**config.mk**
```make
export PLATFORM = sky130hd
export DESIGN_NAME = pdgf_div
export DESIGN_NICKNAME = d
export VERILOG_FILES = /design/src/design/pdgf_pkg.sv /design/src/design/pdgf_div.sv
export SDC_FILE = /design/constraint.sdc
export NUM_CORES = 1
export LEC_CHECK = 0
export ABC_AREA = 1
export ABC_CLOCK_PERIOD_IN_PS = 3700
export BUFFER_PORTS_ARGS = -buffer_cell sky130_fd_sc_hd__buf_2
export CELL_PAD_IN_SITES_DETAIL_PLACEMENT = 0
export CELL_PAD_IN_SITES_GLOBAL_PLACEMENT = 2
export CORE_ASPECT_RATIO = 0.8
export CORE_UTILIZATION = 32
export DETAILED_ROUTE_END_ITERATION = 10
export GPL_TIMING_DRIVEN = 0
export PLACE_DENSITY_LB_ADDON = 0.05
export SYNTH_ARGS = -nofsm -noshare
export SYNTH_HDL_FRONTEND = slang
export SYNTH_SLANG_ARGS = --single-unit
```
**constraint.sdc**
```tcl
create_clock -name clk -period 3.7 [get_ports clk]
set_clock_uncertainty 0.05 [all_clocks]
set_input_delay 0.185 -clock clk [delete_from_list [all_inputs] [get_ports clk]]
set_output_delay 0.185 -clock clk [all_outputs]
set_load 0.005 [all_outputs]
```
**src/design/pdgf_pkg.sv**
```systemverilog
package pdgf_pkg;

  localparam int NUM_VALUES   = 8;
  localparam int EARLY_LEVELS = 11;
  localparam int MAX_FILL     = 63;
  localparam int STEP_BITS    = 14;
  localparam int SLOT_BITS    = 4;
  localparam int FILL_BITS    = 6;
  localparam int LANE_BITS    = 3;
  localparam int DVD_BITS     = 57;
  localparam int DVS_BITS     = 33;

  localparam logic [SLOT_BITS-1:0] LAST_EARLY = SLOT_BITS'(EARLY_LEVELS - 1);
  localparam logic [SLOT_BITS-1:0] HELD_SLOT  = SLOT_BITS'(EARLY_LEVELS);

  typedef enum logic [0:0] {
    REG_FILL_MODE  = 1'b0,
    REG_LEVEL_STEP = 1'b1
  } reg_index_t;

  typedef struct packed {
    logic signed [31:0] in_pressure;
    logic signed [31:0] in_depth;
    logic signed [31:0] in_prop_one;
    logic signed [31:0] in_prop_two;
    logic signed [31:0] in_prop_three;
    logic signed [31:0] in_prop_four;
    logic signed [31:0] in_prop_five;
    logic signed [31:0] in_prop_six;
    logic               in_station_end;
  } in_item_t;

  typedef struct packed {
    logic signed [31:0] out_pressure;
    logic signed [31:0] out_depth;
    logic signed [31:0] out_prop_one;
    logic signed [31:0] out_prop_two;
    logic signed [31:0] out_prop_three;
    logic signed [31:0] out_prop_four;
    logic signed [31:0] out_prop_five;
    logic signed [31:0] out_prop_six;
    logic               out_run_last;
    logic               out_station_end;
  } out_item_t;

  typedef logic [NUM_VALUES-1:0][31:0] vals_t;

  typedef struct packed {
    logic [DVD_BITS-1:0] dividend;
    logic [DVS_BITS-1:0] divisor;
  } div_req_t;

  typedef struct packed {
    logic [DVD_BITS-1:0] quotient;
    logic [DVS_BITS-1:0] remainder;
  } div_res_t;

endpackage

```
**src/design/pdgf_div.sv**
```systemverilog
module pdgf_div (
  input  logic                clk,
  input  logic                rst,
  input  logic                start,
  input  pdgf_pkg::div_req_t  req,
  output logic                done,
  output pdgf_pkg::div_res_t  res
);
  import pdgf_pkg::*;

  localparam int CNT_BITS = $clog2(DVD_BITS);

  logic                busy;
  logic [CNT_BITS-1:0] cnt;
  logic [DVD_BITS-1:0] dvd;
  logic [DVS_BITS-1:0] dvs;
  logic [DVD_BITS-1:0] quo;
  logic [DVS_BITS-1:0] rem;
  logic [DVS_BITS:0]   trial;
  logic                fits;

  // restoring division, one quotient bit a cycle
  assign trial = {rem, dvd[DVD_BITS-1]};
  assign fits  = trial >= {1'b0, dvs};
  assign res   = '{quotient: quo, remainder: rem};

  always_ff @(posedge clk) begin
    if (rst) begin
      busy <= 1'b0;
      done <= 1'b0;
      cnt  <= '0;
    end else begin
      done <= 1'b0;
      if (start) begin
        busy <= 1'b1;
        cnt  <= CNT_BITS'(DVD_BITS - 1);
      end else if (busy) begin
        cnt <= cnt - 1'b1;
        if (cnt == '0) begin
          busy <= 1'b0;
          done <= 1'b1;
        end
      end
    end
  end

  always_ff @(posedge clk) begin
    if (start) begin
      dvd <= req.dividend;
      dvs <= req.divisor;
      quo <= '0;
      rem <= '0;
    end else if (busy) begin
      dvd <= dvd << 1;
      quo <= {quo[DVD_BITS-2:0], fits};
      rem <= fits ? DVS_BITS'(trial - {1'b0, dvs}) : trial[DVS_BITS-1:0];
    end
  end

endmodule

```
==> impl_metrics.yaml, run 1 <==
logic_synthesis:
  synth_top_area_share_pct: 27.82
  post_synth.cell_area_avg_um2: 7.553
  synth_area_leaders: "edfxtp_1 28%, dfxtp_1 20%, nand2_1 18%"
  ys_seq_area_share_pct: 48.02
  syn-num-nets: 1414
  synth_area_leader_cell: "edfxtp_1"
  postSynthCellCount: 1286
  synth_seq_cells: 188
  netlist_area_um2: 9713
  async_flop_share_pct: 0
  ys.warnings.count: 0
  synth_cell_type_count: 40
  synth_edf_count: 90
  synthFlopType: "dfxtp_1"
drt:
  via_per_inst: 4.465
  vias: 8922
  wire_per_inst_um: 14.90
  wirelength_um: 29770
  drtPass1Iterations: 5
  drtIter0Drc: 398
  drcViolationCount: 0
  antenna_left: 0
place:
  portBuffers: 183
  routabilityCongestion: 0.8391
  place_area_um2: 11140
  hpwlAfterDp_um: 22650
  placed_cells: 1875
power_and_ir_drop:
  ir_drop_mv: 0.3144
  p_leak_nw: 6.419
  p_per_area_nw_per_um2: 376.2
setup_path:
  worstSetupEndpoint: "rem[29]"
  critPathKind: "register to register"
  r2r-end: "rem[29]"
  cp-start-kind: "register"
  r2r_cells: 14
  r2r_setup_slack_ps: 1110
  cp_max_fo: 10
  r2r-start: "dvd[56]"
  required_ps: 3980
  end_kind: "register"
  crit_start: "dvd[56]"
  arrival_ps: 2870
sta:
  finalCritPeriodShare_pct: 69.96
  hold_viol_final: 0
  final.min_clock_period_ps: 2589
  slew_violations: 0
  worst_slew_pin_slew_ps: 916.9
  final-setup-viol-count: 0
  relSlewSlack_pct: 38.87
  rsz0062_at_grt: "false"
  max_freq_ghz: 0.3863
clock_tree:
  cts.clk_slew.worst_paths_ps: 80
  cts_buffers: 17
  cts_tree: "built"
  cts_root_buf: "clkbuf_16"
  clk_latency_ps: 440
  cts.sinks: 188
  clk_path_buf_depth: 2
  cts.repair.resized: 0
  postCtsSetupRepairBufs: 0
  cts_max_level: 4
cells_and_area:
  postLayoutCellArea_um2: 12640
  synthToLayoutAreaGrowth_pct: 30.18
  layout-drive-gt1-share_pct: 16.08
  layout_commonest_cell: "nand2_1"
  diodes: 0
  instances_no_fill: 1998
  fin_nets: 1707
  num-fill-cells: 3186
  layout_common_cells: "459 x nand2_1, 217 x inv_1, 191 x buf_2"
floorplanning:
  die_x_um: 196.8
  die-area_um2: 31060
  num_rows: 56
  core-area_um2: 29570
  die_y_um: 157.8
  start_util_pct: 32.85
  io_pins: 184
global_route:
  busiest_layer: "met2"
  grt_pass1_wl_um: 47270
  gr-total-overflow: 0
  use_met3_pct: 3.728
  grt_max_degree: 67
  grt_pass1_vias: 8693
  grt_use_total_pct: 19.66
  use_met2_pct: 31.68
  antenna_found_initial: 0
  grt_use_met1_pct: 27.20
outcome:
  status: "complete, no violations"
hold_path:
  hold_path.class: "primary input to register"
run:
  cap_violations: 0
==> how the worst min path moves through the flow <==
stage	start	to	cells after the start
2_1_floorplan	rst	cnt[5]	1
3_3_place_gp	req[27]	dvs[27]	1
3_5_place_dp	req[26]	dvs[26]	1
4_1_cts	req[9]	dvs[9]	2
5_1_grt	req[9]	dvs[9]	2
6_report	start	dvs[9]	1
==> synth_stat cells (2+ instances only) <==
cell        n
nand2_2     8
xor2_1     12
nand2_1   459
or2_1       6
nor2_1     64
nand4_1    26
nand3b_1    2
or2_2       4
nand3_2     2
clkbuf_1   24
dfxtp_1    98
nor3_1      6
nand3_1    94
o22ai_1    54
buf_4       3
buf_2       8
o21ai_0    14
inv_2       5
ha_1       34
nor3b_1     2
nor2_2      4
edfxtp_1   90
inv_1     217
a21oi_2     2
o21bai_1    3
a21oi_1    24
buf_1       7
and2_1      2
==> cells by family (layout without fill, tap and decap cells) <==
| group | after synthesis | count (layout) | share of synthesized area [%] |
|---|---|---|---|
| xor gates and xnor gates | 12 | 12 | 1.082 |
| buffers and inverters | 265 | 571 | 10.54 |
| DFF | 188 | 188 | 48.02 |
| and+or+nand+nor | 684 | 684 | 29.56 |
| AOI/OAI and AO/OA | 102 | 102 | 6.209 |
| adders and majority gates | 35 | 35 | 4.586 |
==> state kept, by name, summed over array words and instances (netlist names) <==
register and flops:
cnt 6, done 1, dvs 33, quo 57, busy 1, rem 33, dvd 57
==> critical path: stages, from the launching register on <==
cell      delay (ps)
edfxtp_1         370
inv_1             90
ha_1             140
inv_1             80
fa_1             440
nand3_1          130
nand3_2          140
nand2_2          130
nand2_2           90
nand2_2          130
nand2_4          130
buf_6            190
or2_1            210
nand3_1           80
nand2_1           60
==> layer usage <==
| layer | up-vias | routed length, um |
|---|---|---|
| met4 | 0 | 354 |
| li1 | 4669 | - |
| met5 | - | 0 |
| met1 | 4079 | 14810 |
| met2 | 152 | 13440 |
| met3 | 22 | 1162 |
==> metrics by stage <==
| step | TNS [ps] | power [mW] | utilization, % | worst slack, ps | hold WS (ps) |
|---|---|---|---|---|---|
| after floorplan | 0 | 2.665 | - | 830.3 | 204.1 |
| after global placement | -80000 | 2.850 | 37.67 | -1224 | 312.6 |
| after detailed placement | 0 | 2.848 | 37.68 | 699.0 | 313.1 |
| after CTS | 0 | 4.827 | 42.76 | 1100 | 377.3 |
| after global routing | 0 | 4.972 | 42.76 | 890.7 | 379.0 |
| final | 0 | 4.757 | 42.76 | 1111 | 390.0 |
==> area by class of cell <==
| class | instances | area, um2 | area share [%] |
|---|---|---|---|
| sequential | 188 | 4664 | 36.89 |
| clock inverter | 15 | 167.7 | 1.326 |
| multi-input combinational | 833 | 4025 | 31.83 |
| clock buffer | 17 | 425.4 | 3.364 |
| timing repair buffer | 274 | 1827 | 14.45 |
| tap | 406 | 508.0 | 4.017 |
| buffer | 43 | 193.9 | 1.534 |
| inverter | 222 | 833.3 | 6.590 |
==> repair_timing <==
item | 4_1_cts | 5_1_grt
endpoints found under the hold margin | 94 | 0
hold buffers | 91 | 0
endpoints found under the setup margin | 0 | 0
==> power breakdown <==
part	switching, mW	internal (mW)	total (mW)	leakage (nW)
clock network	0.969	0.918	1.89	0.295
logic	0.327	0.207	0.534	4.43
registers	0.0323	2.30	2.34	1.70
Note: power is estimated with default switching activity, not from simulation.
==> inputs of run 2 (changes only) <==
--- a/config.mk
+++ b/config.mk
@@ -5,13 +5,13 @@
 export SDC_FILE = /design/constraint.sdc
 export NUM_CORES = 1
 export LEC_CHECK = 0
-export ABC_AREA = 1
-export ABC_CLOCK_PERIOD_IN_PS = 3700
+export ABC_AREA = 0
+export ABC_CLOCK_PERIOD_IN_PS = 2400
 export BUFFER_PORTS_ARGS = -buffer_cell sky130_fd_sc_hd__buf_2
 export CELL_PAD_IN_SITES_DETAIL_PLACEMENT = 0
 export CELL_PAD_IN_SITES_GLOBAL_PLACEMENT = 2
 export CORE_ASPECT_RATIO = 0.8
-export CORE_UTILIZATION = 32
+export CORE_UTILIZATION = 35
 export DETAILED_ROUTE_END_ITERATION = 10
 export GPL_TIMING_DRIVEN = 0
 export PLACE_DENSITY_LB_ADDON = 0.05
==> constraint.sdc (replaced) <==
create_clock -name clk -period 2.4 [get_ports clk]
set_clock_uncertainty 0.05 [all_clocks]
set_input_delay 0.12 -clock clk [delete_from_list [all_inputs] [get_ports clk]]
set_output_delay 0.12 -clock clk [all_outputs]
set_load 0.005 [all_outputs]
==> impl_metrics.yaml, run 2 <==
outcome:
  status: "finished, violations left"
  failed_checks: "negative setup slack"
sta:
  hold_viol_final: 0
  rsz0062_at_grt: "true"
  finalCritPeriodShare_pct: 121.3
  worst_slew_pin_slew_ps: 889.2
  tns_ps: -13990
  final.min_clock_period_ps: 2911
  slew_violations: 0
  hold_ws_ps: 135.8
  final-setup-viol-count: 34
  relSlewSlack_pct: 40.72
  max_freq_ghz: 0.3436
  setup_ws_ps: -510.7
logic_synthesis:
  netlist_area_um2: 9206
  async_flop_share_pct: 0
  ys_seq_area_share_pct: 50.67
  synth_area_leaders: "edfxtp_1 29%, dfxtp_1 21%, mux2_2 6.8%"
  syn-num-nets: 992
  synth_seq_cells: 188
  ys.warnings.count: 0
  synthFlopType: "dfxtp_1"
  synth_edf_count: 90
  postSynthCellCount: 864
  synth_area_leader_cell: "edfxtp_1"
  synth_most_common_cell: "nor2_1"
  synth_common_cells: "110 x nor2_1, 98 x dfxtp_1, 90 x edfxtp_1"
  synth_top_area_share_pct: 29.36
  post_synth.cell_area_avg_um2: 10.66
  synth_cell_type_count: 60
cells_and_area:
  layout_commonest_cell: "buf_2"
  fin_util_pct: 50.05
  layout_common_cells: "182 x buf_2, 109 x nor2_1, 97 x dfxtp_1"
  layout-drive-gt1-share_pct: 32.19
  diodes: 0
  reg_top3: "dvd (57), quo (57)"
  instances_no_fill: 1547
  fin_nets: 1312
  synthToLayoutAreaGrowth_pct: 39.01
setup_path:
  cp_slowest_cell: "nor4_4"
  cp_max_fo: 5
  worstPathCellList: "inv_1 > ha_1 > buf_6 > nand4_1 > nor4_4 > a31oi_4 > and3_4 > and4_4 > nor2_8 > buf_8 > nand3b_1 > o221ai_1"
  critPathKind: "register to register"
  required_ps: 2700
  r2r_setup_slack_ps: -510
  cp_top_family: "simple AND/OR/NAND/NOR gates"
  cp_num_buf_inv: 3
  cp-start-kind: "register"
  arrival_ps: 3220
  cpPeakStageDelay_ps: 390
  end_kind: "register"
floorplanning:
  num_rows: 52
  core-area_um2: 25570
  die_y_um: 147.1
  start_util_pct: 36.01
  io_pins: 184
  die_x_um: 183.3
  die-area_um2: 26960
global_route:
  grt_use_total_pct: 20.42
  antenna_found_initial: 0
  grt_pass1_vias: 7496
  grt_max_degree: 35
  gr-total-overflow: 0
  grt_pass1_wl_um: 42140
drt:
  via_per_inst: 4.959
  drcViolationCount: 0
  drtPass1Iterations: 5
  wire_per_inst_um: 17.53
  drtIter0Drc: 476
  antenna_left: 0
  wirelength_um: 27120
  vias: 7672
clock_tree:
  clk_latency_ps: 450
  clk_path_buf_depth: 2
  cts_buffers: 17
  cts_max_level: 4
  cts_root_buf: "clkbuf_16"
  cts_tree: "built"
  cts.clk_slew.worst_paths_ps: 70
  cts.sinks: 188
place:
  placed_cells: 1397
  routabilityCongestion: 0.8278
  hpwlAfterDp_um: 18530
  portBuffers: 182
run:
  cap_violations: 0
power_and_ir_drop:
  p_per_area_nw_per_um2: 650.8
  p_total_mw: 8.328
  ir_drop_mv: 0.5171
  p_leak_nw: 5.330
hold_path:
  hold_path.class: "primary input to register"
==> run 2: cell count changes after synthesis, moves of 13 or more <==
cell	previous run	this run
a21o_1	0	13
a21oi_1	24	44
a311oi_1	1	25
inv_1	217	42
mux2_2	0	56
mux2i_1	0	59
nand2_1	459	61
nand3_1	94	21
nand4_1	26	5
nor2_1	64	110
o22ai_1	54	0
xnor2_1	0	14
==> run 2: through the flow <==
step / area, um2 / setup WS (ps)
4_1_cts: 12620 / -471.8
2_1_floorplan: 9236 / -154.9
3_3_place_gp: 10590 / -1497
5_1_grt: 12800 / -598.0
6_report: 12800 / -510.7
3_5_place_dp: 10590 / -1522
==> run 2: logic make-up (layout without fill, tap and decap cells) <==
family,after synthesis,count (layout),share of synthesized area [%]
mux,115,115,13.26
simple gates,260,261,13.56
xor+xnor,24,24,2.283
compound gates,157,157,11.71
fa+ha+maj,35,35,4.838
flops,188,188,50.67
buf+inv,85,416,3.670
==> run 2: area by class of cell <==
class                      count  area [um2]
fill                        2476       12770
multi-input combinational    592        4676
sequential                   188        4666
timing repair buffer         301        2083
tap                          351       439.2
clock buffer                  17       425.4
buffer                        42       235.2
inverter                      42       157.7
clock inverter                14       115.1
==> run 2: final timing paths <==
path,start,endpoint,depth (start not counted)
worst max-delay path,dvs[13],rem[28],12
worst max register to register,dvs[13],rem[28],12
worst min-delay path,start,dvs[5],1
worst min register to register,quo[56],quo[56],2
==> run 2: power by group <==
part           internal, mW  total, mW  switching [mW]  leakage (nW)
clock                  1.34       2.67            1.33         0.246
sequential             3.60       3.72           0.117          1.69
combinational         0.901       1.94            1.04          3.39
==> run 2: metal layers <==
layer	part of all wire [%]	GRT usage, %
met3	5.0	4.239
met2	42	29.30
met5	0	0
met4	0.79	4.292
met1	52	31.18
==> run 2: repair_timing <==
action | CTS | global route
resized for setup | 78 | 31
setup endpoints to repair | 91 | 63
gates cloned | 1 | 1
buffers inserted | 23 | 4
hold buffers | 91 | 0
pin swaps | 23 | 22
hold endpoints to repair | 94 | 0
